File: src/rtl/core/hrv_pkg.sv
// Shared types and constants for the pulse interval RMSSD block.
// Used by hrv_ctrl, hrv_datapath and pulse_interval_hrv_rmssd; no dependencies.
`timescale 1ns / 1ps

package hrv_pkg;

    localparam int unsigned SAMPLE_W   = 10;
    localparam int unsigned STAMP_W    = 32;
    localparam int unsigned INTERVAL_W = 16;
    localparam int unsigned PAIR_W     = 6;
    localparam int unsigned SQ_W       = 2 * INTERVAL_W;   // squared difference
    localparam int unsigned ROOT_W     = SQ_W / 2;         // root of a SQ_W value
    localparam int unsigned ROOT_REM_W = ROOT_W + 2;
    localparam int unsigned PIPE_LAT   = 3;                // read -> diff -> square -> add
    localparam logic [SAMPLE_W-1:0] THRESHOLD_RESET = 10'd512;

    typedef struct packed {
        logic [SAMPLE_W-1:0] pulse_sample;
        logic [STAMP_W-1:0]  time_ms;
    } in_t;

    typedef struct packed {
        logic [INTERVAL_W-1:0] interval_ms;
        logic                  interval_saturated;
        logic [PAIR_W-1:0]     pair_count;
        logic [ROOT_W-1:0]     rmssd_ms;
    } out_t;

    // controller -> datapath
    typedef struct packed {
        logic accept_pulse;   // store interval, start a new request
        logic rd_en;          // read next ring entry, oldest first
        logic rd_first;       // this read opens the walk
        logic div_start;
        logic div_step;
        logic sqrt_start;
        logic sqrt_step;
        logic zero_rms;
        logic load_out;
    } cmd_t;

    // datapath -> controller
    typedef struct packed {
        logic is_pulse;
        logic pairs_zero;
    } status_t;

endpackage

File: src/rtl/core/hrv_ctrl.sv
// Sequencer for the RMSSD block: walk, drain, divide, root, hand-off.
// Depends on hrv_pkg.
`timescale 1ns / 1ps

module hrv_ctrl #(
    parameter int unsigned RING_DEPTH = 10
) (
    input  logic             clk,
    input  logic             rst_n,
    input  logic             in_valid,
    output logic             in_ready,
    output logic             out_valid,
    input  logic             out_ready,
    input  hrv_pkg::status_t status,
    output hrv_pkg::cmd_t    cmd
);

    localparam int unsigned SUM_W   = hrv_pkg::SQ_W + $clog2(RING_DEPTH);
    localparam int unsigned CNT_MAX = (RING_DEPTH > SUM_W) ? RING_DEPTH : SUM_W;
    localparam int unsigned CNT_W   = $clog2(CNT_MAX + 1);

    typedef enum logic [2:0] {
        IDLE,
        WALK,
        DRAIN,
        DIV_LOAD,
        DIV,
        SQRT_LOAD,
        SQRT,
        DONE
    } state_t;

    state_t           state_reg, state_next;
    logic [CNT_W-1:0] cnt_reg, cnt_next;
    logic             out_valid_reg, out_valid_next;
    logic             can_load;

    assign in_ready  = (state_reg == IDLE);
    assign out_valid = out_valid_reg;
    assign can_load  = !out_valid_reg || out_ready;

    always_comb
    begin
        state_next     = state_reg;
        cnt_next       = cnt_reg;
        out_valid_next = out_valid_reg && !out_ready;
        cmd            = '0;
        unique case (state_reg)
            IDLE:
            begin
                if (in_valid && status.is_pulse)
                begin
                    cmd.accept_pulse = 1'b1;
                    cnt_next         = '0;
                    state_next       = WALK;
                end
            end
            WALK:
            begin
                cmd.rd_en    = 1'b1;
                cmd.rd_first = (cnt_reg == '0);
                cnt_next     = cnt_reg + 1'b1;
                if (cnt_reg == CNT_W'(RING_DEPTH - 1))
                begin
                    cnt_next   = '0;
                    state_next = DRAIN;
                end
            end
            DRAIN:
            begin
                cnt_next = cnt_reg + 1'b1;
                if (cnt_reg == CNT_W'(hrv_pkg::PIPE_LAT - 1))
                begin
                    state_next = DIV_LOAD;
                end
            end
            DIV_LOAD:
            begin
                cnt_next = '0;
                if (status.pairs_zero)
                begin
                    cmd.zero_rms = 1'b1;
                    state_next   = DONE;
                end
                else
                begin
                    cmd.div_start = 1'b1;
                    state_next    = DIV;
                end
            end
            DIV:
            begin
                cmd.div_step = 1'b1;
                cnt_next     = cnt_reg + 1'b1;
                if (cnt_reg == CNT_W'(SUM_W - 1))
                begin
                    state_next = SQRT_LOAD;
                end
            end
            SQRT_LOAD:
            begin
                cmd.sqrt_start = 1'b1;
                cnt_next       = '0;
                state_next     = SQRT;
            end
            SQRT:
            begin
                cmd.sqrt_step = 1'b1;
                cnt_next      = cnt_reg + 1'b1;
                if (cnt_reg == CNT_W'(hrv_pkg::ROOT_W - 1))
                begin
                    state_next = DONE;
                end
            end
            DONE:
            begin
                if (can_load)
                begin
                    cmd.load_out   = 1'b1;
                    out_valid_next = 1'b1;
                    state_next     = IDLE;
                end
            end
            default:
            begin
                state_next = IDLE;
            end
        endcase
    end

    always_ff @(posedge clk or negedge rst_n)
    begin
        if (!rst_n)
        begin
            state_reg     <= IDLE;
            cnt_reg       <= '0;
            out_valid_reg <= 1'b0;
        end
        else
        begin
            state_reg     <= state_next;
            cnt_reg       <= cnt_next;
            out_valid_reg <= out_valid_next;
        end
    end

endmodule

File: src/rtl/core/hrv_datapath.sv
// Datapath: interval ring memory, difference/square/sum pipe, divider, root.
// Depends on hrv_pkg; driven by hrv_ctrl commands.
`timescale 1ns / 1ps

module hrv_datapath #(
    parameter int unsigned RING_DEPTH = 10
) (
    input  logic                            clk,
    input  logic                            rst_n,
    input  logic                            cfg_we,
    input  logic [hrv_pkg::SAMPLE_W-1:0]    cfg_wdata,
    input  hrv_pkg::in_t                    in_data,
    input  hrv_pkg::cmd_t                   cmd,
    output hrv_pkg::status_t                status,
    output hrv_pkg::out_t                   out_data
);

    localparam int unsigned IDX_W = $clog2(RING_DEPTH);
    localparam int unsigned SUM_W = hrv_pkg::SQ_W + $clog2(RING_DEPTH);
    localparam int unsigned IW    = hrv_pkg::INTERVAL_W;
    localparam int unsigned PW    = hrv_pkg::PAIR_W;
    localparam int unsigned RW    = hrv_pkg::ROOT_W;
    localparam int unsigned RRW   = hrv_pkg::ROOT_REM_W;
    localparam int unsigned SQW   = hrv_pkg::SQ_W;

    function automatic logic [IDX_W-1:0] wrap_inc(input logic [IDX_W-1:0] p);
        return (p == IDX_W'(RING_DEPTH - 1)) ? '0 : p + 1'b1;
    endfunction

    // configuration
    logic [hrv_pkg::SAMPLE_W-1:0] threshold_reg;

    // pulse front end
    logic [hrv_pkg::STAMP_W-1:0]  last_stamp_reg;
    logic [hrv_pkg::STAMP_W-1:0]  elapsed;
    logic                         sat;
    logic [IW-1:0]                interval;
    logic [IW-1:0]                interval_reg;
    logic                         sat_reg;

    // ring
    logic [IW-1:0]                ring_mem [RING_DEPTH];
    logic [RING_DEPTH-1:0]        ring_valid_reg;
    logic [IDX_W-1:0]             wr_pos_reg;
    logic [IDX_W-1:0]             rd_ptr_reg;
    logic [IW-1:0]                rd_data_reg;
    logic                         rd_ok_reg;
    logic [IW-1:0]                entry;

    // walk pipe
    logic                         s1_v_reg, s1_first_reg;
    logic                         s2_v_reg, s3_v_reg;
    logic [IW-1:0]                prev_reg;
    logic [IW-1:0]                diff_reg;
    logic [SQW-1:0]               sq_reg;
    logic [SUM_W-1:0]             acc_reg;
    logic [PW-1:0]                pairs_reg;

    // divider and root
    logic [SUM_W-1:0]             quo_reg;
    logic [PW:0]                  drem_reg;
    logic [PW:0]                  drem_sh;
    logic                         dq_bit;
    logic [SQW-1:0]               rad_reg;
    logic [RRW-1:0]               rrem_reg;
    logic [RRW-1:0]               rrem_sh;
    logic [RRW-1:0]               trial;
    logic [RW-1:0]                root_reg;

    assign elapsed  = in_data.time_ms - last_stamp_reg;
    assign sat      = |elapsed[hrv_pkg::STAMP_W-1:IW];
    assign interval = sat ? {IW{1'b1}} : elapsed[IW-1:0];

    assign status.is_pulse   = in_data.pulse_sample > threshold_reg;
    assign status.pairs_zero = (pairs_reg == '0);

    assign entry = rd_ok_reg ? rd_data_reg : '0;

    assign drem_sh = {drem_reg[PW-1:0], quo_reg[SUM_W-1]};
    assign dq_bit  = drem_sh >= {1'b0, pairs_reg};

    assign rrem_sh = {rrem_reg[RRW-3:0], rad_reg[SQW-1 -: 2]};
    assign trial   = {root_reg, 2'b01};

    // control state: pointers, stamp, valid bits, pipe flags
    always_ff @(posedge clk or negedge rst_n)
    begin
        if (!rst_n)
        begin
            threshold_reg  <= hrv_pkg::THRESHOLD_RESET;
            last_stamp_reg <= '0;
            ring_valid_reg <= '0;
            wr_pos_reg     <= '0;
            rd_ptr_reg     <= '0;
            s1_v_reg       <= 1'b0;
            s1_first_reg   <= 1'b0;
            s2_v_reg       <= 1'b0;
            s3_v_reg       <= 1'b0;
        end
        else
        begin
            if (cfg_we)
            begin
                threshold_reg <= cfg_wdata;
            end
            if (cmd.accept_pulse)
            begin
                last_stamp_reg             <= in_data.time_ms;
                ring_valid_reg[wr_pos_reg] <= 1'b1;
                wr_pos_reg                 <= wrap_inc(wr_pos_reg);
                rd_ptr_reg                 <= wrap_inc(wr_pos_reg);  // oldest entry
            end
            else if (cmd.rd_en)
            begin
                rd_ptr_reg <= wrap_inc(rd_ptr_reg);
            end
            s1_v_reg     <= cmd.rd_en;
            s1_first_reg <= cmd.rd_first;
            s2_v_reg     <= s1_v_reg && !s1_first_reg && (prev_reg != '0) && (entry != '0);
            s3_v_reg     <= s2_v_reg;
        end
    end

    // ring memory: one write port, one registered read port
    always_ff @(posedge clk)
    begin
        if (cmd.accept_pulse)
        begin
            ring_mem[wr_pos_reg] <= interval;
        end
        if (cmd.rd_en)
        begin
            rd_data_reg <= ring_mem[rd_ptr_reg];
            rd_ok_reg   <= ring_valid_reg[rd_ptr_reg];
        end
    end

    // arithmetic payload
    always_ff @(posedge clk)
    begin
        if (cmd.accept_pulse)
        begin
            interval_reg <= interval;
            sat_reg      <= sat;
            acc_reg      <= '0;
            pairs_reg    <= '0;
        end
        if (s1_v_reg)
        begin
            prev_reg <= entry;
            diff_reg <= (prev_reg > entry) ? prev_reg - entry : entry - prev_reg;
        end
        sq_reg <= diff_reg * diff_reg;
        if (s3_v_reg)
        begin
            acc_reg   <= acc_reg + SUM_W'(sq_reg);
            pairs_reg <= pairs_reg + 1'b1;
        end

        // restoring divider, one quotient bit per step
        if (cmd.div_start)
        begin
            quo_reg  <= acc_reg;
            drem_reg <= '0;
        end
        else if (cmd.div_step)
        begin
            quo_reg  <= {quo_reg[SUM_W-2:0], dq_bit};
            drem_reg <= dq_bit ? drem_sh - {1'b0, pairs_reg} : drem_sh;
        end

        // digit-by-digit root, one result bit per step
        if (cmd.sqrt_start)
        begin
            rad_reg  <= quo_reg[SQW-1:0];   // mean never exceeds one square
            rrem_reg <= '0;
            root_reg <= '0;
        end
        else if (cmd.sqrt_step)
        begin
            rad_reg <= {rad_reg[SQW-3:0], 2'b00};
            if (rrem_sh >= trial)
            begin
                rrem_reg <= rrem_sh - trial;
                root_reg <= {root_reg[RW-2:0], 1'b1};
            end
            else
            begin
                rrem_reg <= rrem_sh;
                root_reg <= {root_reg[RW-2:0], 1'b0};
            end
        end
        else if (cmd.zero_rms)
        begin
            root_reg <= '0;
        end

        if (cmd.load_out)
        begin
            out_data.interval_ms        <= interval_reg;
            out_data.interval_saturated <= sat_reg;
            out_data.pair_count         <= pairs_reg;
            out_data.rmssd_ms           <= root_reg;
        end
    end

endmodule

File: src/rtl/core/pulse_interval_hrv_rmssd.sv
// Top level of the pulse interval RMSSD block: controller plus datapath.
// Depends on hrv_pkg, hrv_ctrl and hrv_datapath.
`timescale 1ns / 1ps

// Every accepted sample whose pulse_sample is strictly above threshold_reg
// (reset 512, written through cfg_we/cfg_wdata) counts as a pulse; other
// samples are accepted while idle and give no result. A pulse stores the
// interval since the previous pulse (32-bit stamp difference, clipped to
// 65535 with a flag) in a ring of RING_DEPTH entries, zero meaning empty,
// and yields one result with the interval, the count of successive nonzero
// pairs in time order and the floor RMSSD. One pulse request runs a walk
// over the ring memory through a difference/square/accumulate pipe, a
// restoring divider giving one quotient bit per cycle, and a square root
// giving one bit per cycle. A pulse with no valid pair skips divider and
// root. The ring's empty state comes from per-entry valid flops cleared at
// reset, so no clearing pass is needed. A finished result sits in an output
// register, so the next sample is accepted while it waits; a pulse request
// only stalls at its end if the previous result has not been taken.

module pulse_interval_hrv_rmssd #(
    parameter int unsigned RING_DEPTH = 10
) (
    input  logic                         clk,
    input  logic                         rst_n,
    input  logic                         cfg_we,
    input  logic [hrv_pkg::SAMPLE_W-1:0] cfg_wdata,
    input  logic                         in_valid,
    output logic                         in_ready,
    input  hrv_pkg::in_t                 in_data,
    output logic                         out_valid,
    input  logic                         out_ready,
    output hrv_pkg::out_t                out_data
);

    hrv_pkg::cmd_t    cmd;
    hrv_pkg::status_t status;

    // sequencer: owns handshakes and step counts
    hrv_ctrl #(
        .RING_DEPTH (RING_DEPTH)
    ) u_ctrl (
        .clk       (clk),
        .rst_n     (rst_n),
        .in_valid  (in_valid),
        .in_ready  (in_ready),
        .out_valid (out_valid),
        .out_ready (out_ready),
        .status    (status),
        .cmd       (cmd)
    );

    // ring, arithmetic and the output register
    hrv_datapath #(
        .RING_DEPTH (RING_DEPTH)
    ) u_datapath (
        .clk       (clk),
        .rst_n     (rst_n),
        .cfg_we    (cfg_we),
        .cfg_wdata (cfg_wdata),
        .in_data   (in_data),
        .cmd       (cmd),
        .status    (status),
        .out_data  (out_data)
    );

endmodule

File: config.mk
export PLATFORM = sky130hd
export DESIGN_NAME = pulse_interval_hrv_rmssd
export DESIGN_NICKNAME = d
export VERILOG_FILES = /design/src/rtl/core/hrv_pkg.sv /design/src/rtl/core/hrv_ctrl.sv /design/src/rtl/core/hrv_datapath.sv /design/src/rtl/core/pulse_interval_hrv_rmssd.sv
export SDC_FILE = /design/constraint.sdc
export NUM_CORES = 1
export LEC_CHECK = 0
export BUFFER_PORTS_ARGS = -buffer_cell sky130_fd_sc_hd__buf_2
export CAP_MARGIN = 0
export CORE_MARGIN = 3
export CORE_UTILIZATION = 40
export DETAILED_ROUTE_END_ITERATION = 7
export PLACE_DENSITY = 0.68
export SYNTH_ARGS = -nofsm -noshare
export SYNTH_HDL_FRONTEND = slang
export SYNTH_SLANG_ARGS = --single-unit
File: constraint.sdc
create_clock -name clk -period 5.9 [get_ports clk]
set_clock_uncertainty 0.2 [all_clocks]
set_input_delay 0.295 -clock clk [delete_from_list [all_inputs] [get_ports clk]]
set_output_delay 0.295 -clock clk [all_outputs]
set_load 0.05 [all_outputs]
==> reports/qor.csv, run 1 <==
metric;value;unit
ant_nets;0;
cts_tree;built;
tightestPinTransition;1194;ps
maxSlewViolCount;0;
nets;3640;
yosysSeqAreaShare;44.81;%
gp_congestion;0.8625;
num_io_pins;98;
row_count;103;
vias;21850;
grt-ovfl-total;0;
rsz0062_at_grt;yes;
placed_cells;4099;
syn_area_per_cell;10.94;um2
end_kind;flip-flop;
routed_via_density;5.108;
drcViolationCount;0;
die-area;0.08431;mm2
hold_path_class;reg2reg;
synthToLayoutAreaGrowth;15.92;%
setup_viol;6;
start_util;40.68;%
io_buffers;97;
failed_checks;negative setup slack;
antenna_found_initial;1;
grt_pass1_vias;22272;
synth-edff-count;375;
ys_warn_count;0;
drt_iter0_drc;1188;
regToRegStartpoint;u_datapath.diff_reg[8]$_DFFE_PP_;
h-tree-depth;2;
synth_area;0.03235;mm2
cts_sinks;518;
grt_pass1_wl;116000;um
cts-root-buf;clkbuf_16;
top_regs;u_datapath.ring_mem: 160 flops, u_datapath.out_data: 39 flops;
instances_no_fill;4278;
relSlewSlack;20.39;%
crit_fanout;4;
dp_slack;-112.5;ps
fin_hold_ws;148.7;ps
drv_cap;0;
hold-path-endpoint;u_datapath.s3_v_reg$_DFF_PN0_;
setup.worst_path.start_class;flip-flop;
drive_gt1_share;14.44;%
finalHoldViolCount;0;
period_share;102.2;%
ys_ff_latch;518;
netlist_instances;2957;
grt_max_degree;93;
r2r_end;u_datapath.sq_reg[23]$_DFF_P_;
synthFlopType;edfxtp_1;
hpwl;50280;um
die_h;290.4;um
wl;71090;um
largest_reg_flops;160;
clk_pin_slew;60;ps
synthArstFlopShare;14.29;%
synth_cell_types;72;
fin_ws;-129.6;ps
cts_buffers;52;
finalCriticalPeriod;6030;ps
worstRegToRegCells;24;
syn_nets;3412;
wl_per_cell;16.62;um
grt_use_total;16.67;%
min_from;u_datapath.s2_v_reg$_DFF_PN0_;
min_path_cells;0;
cp.arrival;6300;ps
drtPass1Iterations;5;
crit_type;reg2reg;
die_x;290.4;um
required;6170;ps
worstSkewPairLatency;610;ps
top_register;u_datapath.ring_mem;
fmaxAchievable;0.1658;GHz
cts_buffer_depth;3;
status;complete, but fails checks;
reg2reg_slack;-130;ps
core;0.07952;mm2
==> placed cells by master, fill, tap and decap left out, drive strengths merged, types with 24 or more instances in the layout <==
cell type	count
o21ai	145
dfrtp	73
nand2	322
ha	232
a21oi	142
xnor2	75
a211oi	26
nor2	135
nand4	34
nand3	33
mux2	41
nand2b	24
and2	65
a21o	77
nor3	31
xor2	49
inv	391
dfxtp	69
clkbuf	69
mux2i	46
dlygate4sd3	65
nor2b	42
buf	216
fa	166
mux4	34
edfxtp	375
==> routing by layer <==
layer | up-vias | routed length [um] | GRT usage, %
met5 | - | 0 | 0
met4 | 0 | 1791 | 4.709
met3 | 107 | 2924 | 2.109
met2 | 451 | 34630 | 28.72
met1 | 10637 | 31740 | 22.12
li1 | 10655 | - | -
==> cell usage after synthesis, drive strengths merged (4+ instances only) <==
cell type  number  area (um2)
nand3b          6       45.04
and4            4       35.03
o211ai          9       72.57
xnor2          75       656.9
edfxtp        375       11260
fa            166        3323
o21a           22       165.2
nand4          34       212.7
nor2b          42       262.8
dfrtp          73        1827
a22oi          16       120.1
a22o            4       35.03
nor3           31       155.2
nand2         322        1209
ha            232        2903
a21o           77       578.1
a21oi         142       710.7
nor2          135       506.7
inv           390        1464
mux2i          46       460.4
nand3          33       165.2
a31o            5       43.79
nor4           12       90.09
a41oi           4       35.03
xor2           49       429.2
a31oi          15       93.84
o31a            6       52.55
or3            11       68.82
mux4           34       765.7
o21ai         145       725.7
clkbuf         95       356.6
a221o           5       50.05
o21bai         14       105.1
a2111oi         4       35.03
mux2           41       461.7
nand2b         24       150.1
and2           65       406.6
or2            22       137.6
a211oi         26       195.2
buf            12       55.05
o31ai           7       52.55
and3           17       106.4
dfxtp          69        1381
==> final cells by class <==
class	count	area [um2]
Tap cell	1050	1314
Inverter	390	1468
Sequential cell	518	14500
Fill cell	7066	42020
Timing Repair Buffer	281	2128
Clock buffer	69	1436
Multi-Input combinational cell	1942	16270
Antenna cell	1	2.502
Clock inverter	27	379.1
==> cells by family (layout without fill, tap and decap cells) <==
kind of cell             Yosys count  count (layout)  synth area share [%]
other                              0               1                     0
adder cells (fa/ha/maj)          398             398                 19.25
buffers and inverters            497             767                 5.798
AND/OR/NAND/NOR                  766             766                 11.19
flip-flops                       518             518                 44.81
XOR/XNOR                         124             124                 3.358
AO/OA/AOI/OAI                    533             533                 10.38
multiplexers                     121             121                 5.218
==> per-stage QoR <==
step	setup TNS, ps	utilization, %	instance area, um2
6_report	-419.1	47.16	37500
3_5_place_dp	-549.9	43.55	34630
3_3_place_gp	-115.0	43.55	34630
2_1_floorplan	0	-	32480
5_1_grt	-2865	47.16	37500
4_1_cts	-240.7	46.82	37230
==> how the worst max path moves through the flow <==
stage,startpoint,end,slack [ps]
after floorplan,u_datapath.diff_reg[11]$_DFFE_PP_,u_datapath.sq_reg[31]$_DFF_P_,10
after global placement,u_datapath.diff_reg[8]$_DFFE_PP_,u_datapath.sq_reg[31]$_DFF_P_,-50
after detailed placement,u_datapath.diff_reg[8]$_DFFE_PP_,u_datapath.sq_reg[30]$_DFF_P_,-110
after CTS,u_datapath.diff_reg[8]$_DFFE_PP_,u_datapath.sq_reg[30]$_DFF_P_,-50
after global routing,u_datapath.diff_reg[8]$_DFFE_PP_,u_datapath.sq_reg[23]$_DFF_P_,-290
final,u_datapath.diff_reg[8]$_DFFE_PP_,u_datapath.sq_reg[23]$_DFF_P_,-130
==> timing repair <==
item	4_1_cts	5_1_grt
hold buffers	66	0
buffers inserted	5	12
resized for setup	17	48
setup endpoints to repair	11	15
hold endpoints to repair	70	0
pin swaps	17	42
==> worst max-delay path, cell delays in order, from the launching register on <==
cell,delay [ps]
edfxtp_1,450
and2_4,180
fa_1,510
inv_2,40
fa_1,470
inv_1,50
fa_1,470
inv_1,50
fa_1,470
inv_1,50
fa_1,490
inv_2,40
fa_1,510
inv_2,50
ha_4,260
and3_4,170
a221o_1,160
a31oi_2,50
a31o_2,290
o31ai_4,340
buf_4,180
a21oi_4,50
o21bai_1,180
a21oi_2,70
xnor2_1,120
Power of run 1 is not shown: default switching activity piles up to over one toggle a cycle in this logic, so the estimate is an artifact.
==> run 2: changes to the inputs <==
PLACE_DENSITY = 0.59   (was 0.68)
==> run 2 against run 1 <==
  * The run still ends with negative setup slack left
  * Non-clock buffer count increased by 16
  * Via count is 1.1% higher
  * Worst setup slack lost 66 ps
  * Clock-buffer cell count is 7 higher
  * Core utilization is 0.054 points higher
==> reports/qor.csv, run 2 (synthesized netlist as in run 1, its figures left out) <==
metric;value;unit
nets;3658;
core;0.07952;mm2
tightestPinTransition;1244;ps
h-tree-depth;2;
grt_pass1_vias;23074;
synthToLayoutAreaGrowth;16.05;%
clk_pin_slew;60;ps
fin_hold_ws;152.4;ps
final_common_cell;inv_1;
wl;72390;um
drtPass1Iterations;5;
hpwl;52290;um
cp_cell_sequence;and2_4 -> fa_1 -> inv_1 -> fa_1 -> inv_1 -> fa_1 -> inv_1 -> fa_1 -> inv_2 -> fa_1 -> inv_2 -> fa_1 -> inv_2 -> ha_4 -> and3_4 -> a221o_1 -> a31oi_4 -> a31o_4 -> o31ai_4 -> a21oi_2 -> o21bai_1 -> a21oi_2 -> xnor2_1;
setup.worst_path.start_class;flip-flop;
layout_common_cells;inv_1, edfxtp_1, nand2_1;
hold_path_class;in2async;
top_regs;u_datapath.ring_mem: 160 flops, u_datapath.out_data: 39 flops;
crit_cells;23;
wl_per_cell;16.84;um
start_util;40.68;%
failed_checks;negative setup slack;
cts_buffer_depth;3;
die_h;290.4;um
row_count;103;
drive_gt1_share;14.62;%
die_x;290.4;um
rsz0062_at_grt;yes;
crit_type;reg2reg;
ant_nets;0;
finalHoldViolCount;0;
fmaxAchievable;0.1641;GHz
routed_via_density;5.140;
path_common_cell;fa_1;
largest_reg_flops;160;
grt_pass1_wl;118500;um
worstRegToRegCells;23;
worstSetupStartpoint;u_datapath.diff_reg[8]$_DFFE_PP_;
grt_use_total;16.99;%
antenna_found_initial;0;
setup_viol;14;
fin_ws;-195.7;ps
n_fill_cell;7094;
cts_sinks;518;
required;6200;ps
crit_fanout;4;
cp.arrival;6400;ps
vias;22090;
die-area;0.08431;mm2
grt_max_degree;83;
worst-path-buf-inv;6;
cts_tree;built;
num_io_pins;98;
antenna_cells;0;
regToRegStartpoint;u_datapath.diff_reg[8]$_DFFE_PP_;
cts_buffers;54;
io_buffers;97;
critPathMaxStageDelay;540;ps
drcViolationCount;0;
cts-root-buf;clkbuf_16;
drt_iter0_drc;1163;
top_register;u_datapath.ring_mem;
relSlewSlack;17.07;%
cp_top_family;adder cells;
grt-ovfl-total;0;
status;complete, but fails checks;
end_kind;flip-flop;
gp_congestion;0.8637;
maxSlewViolCount;0;
crit_slowest_cell;fa_1;
period_share;103.3;%
finalCriticalPeriod;6096;ps
drv_cap;0;
worstSkewPairLatency;610;ps
## run 2: routing by layer
layer  up-vias  GRT usage, %  wire length, um
li1      10689             -                -
met1     10939         21.46            31290
met2       352         30.61            36960
met3       110         2.040             2286
met4         0         4.832             1852
met5         -             0                0
## run 2: worst register-to-register path, stage by stage (launching register included)
cell      delay (ps)
edfxtp_1         480
and2_4           200
fa_1             500
inv_1             50
fa_1             480
inv_1             50
fa_1             490
inv_1             60
fa_1             490
inv_2             40
fa_1             540
inv_2             40
fa_1             510
inv_2             50
ha_4             220
and3_4           180
a221o_1          350
a31oi_4          200
a31o_4           210
o31ai_4           80
a21oi_2          210
o21bai_1         120
a21oi_2          160
xnor2_1          120
## run 2: layout make-up
| type | instances | area, um2 | area share (%) |
|---|---|---|---|
| clock inverter | 25 | 261.5 | 0.6966 |
| inverter | 390 | 1464 | 3.900 |
| clock buffer | 76 | 1536 | 4.093 |
| timing repair buffer | 297 | 2216 | 5.903 |
| sequential | 518 | 14500 | 38.62 |
| multi-input combinational | 1942 | 16250 | 43.29 |
| tap | 1050 | 1314 | 3.500 |
## run 2: path summary, 6_finish.rpt
kind                       slack, ps                                       end
setup / recovery                -200             u_datapath.sq_reg[23]$_DFF_P_
hold reg to reg                  180             u_datapath.s3_v_reg$_DFF_PN0_
max in group asynchronous       4580      u_datapath.rd_ptr_reg[0]$_DFFE_PN0P_
min in group clk                 180             u_datapath.s3_v_reg$_DFF_PN0_
setup reg to reg                -200             u_datapath.sq_reg[23]$_DFF_P_
hold / removal                   150  u_datapath.last_stamp_reg[0]$_DFFE_PN0P_
## run 2: through the flow
step / cell area (um2) / setup TNS (ps) / setup slack [ps] / instances / util (%)
floorplan: 32480 / 0 / 11.61 / 2957 / -
global placement: 34770 / -2843 / -296.8 / 4112 / 43.72
detailed placement: 34770 / -4065 / -417.7 / 4112 / 43.72
CTS: 37360 / -1768 / -202.2 / 4287 / 46.99
global route: 37540 / -4405 / -385.6 / 4298 / 47.21
finish: 37540 / -1693 / -195.7 / 4298 / 47.21
## run 2: repair_timing
item | in CTS | in global routing
buffers inserted | 11 | 13
hold buffers | 64 | 0
resized for setup | 21 | 26
gates cloned | 0 | 0
hold endpoints to repair | 117 | 0
pin swaps | 14 | 16
setup endpoints to repair | 15 | 16
Power of run 2 is left out for the same reason.
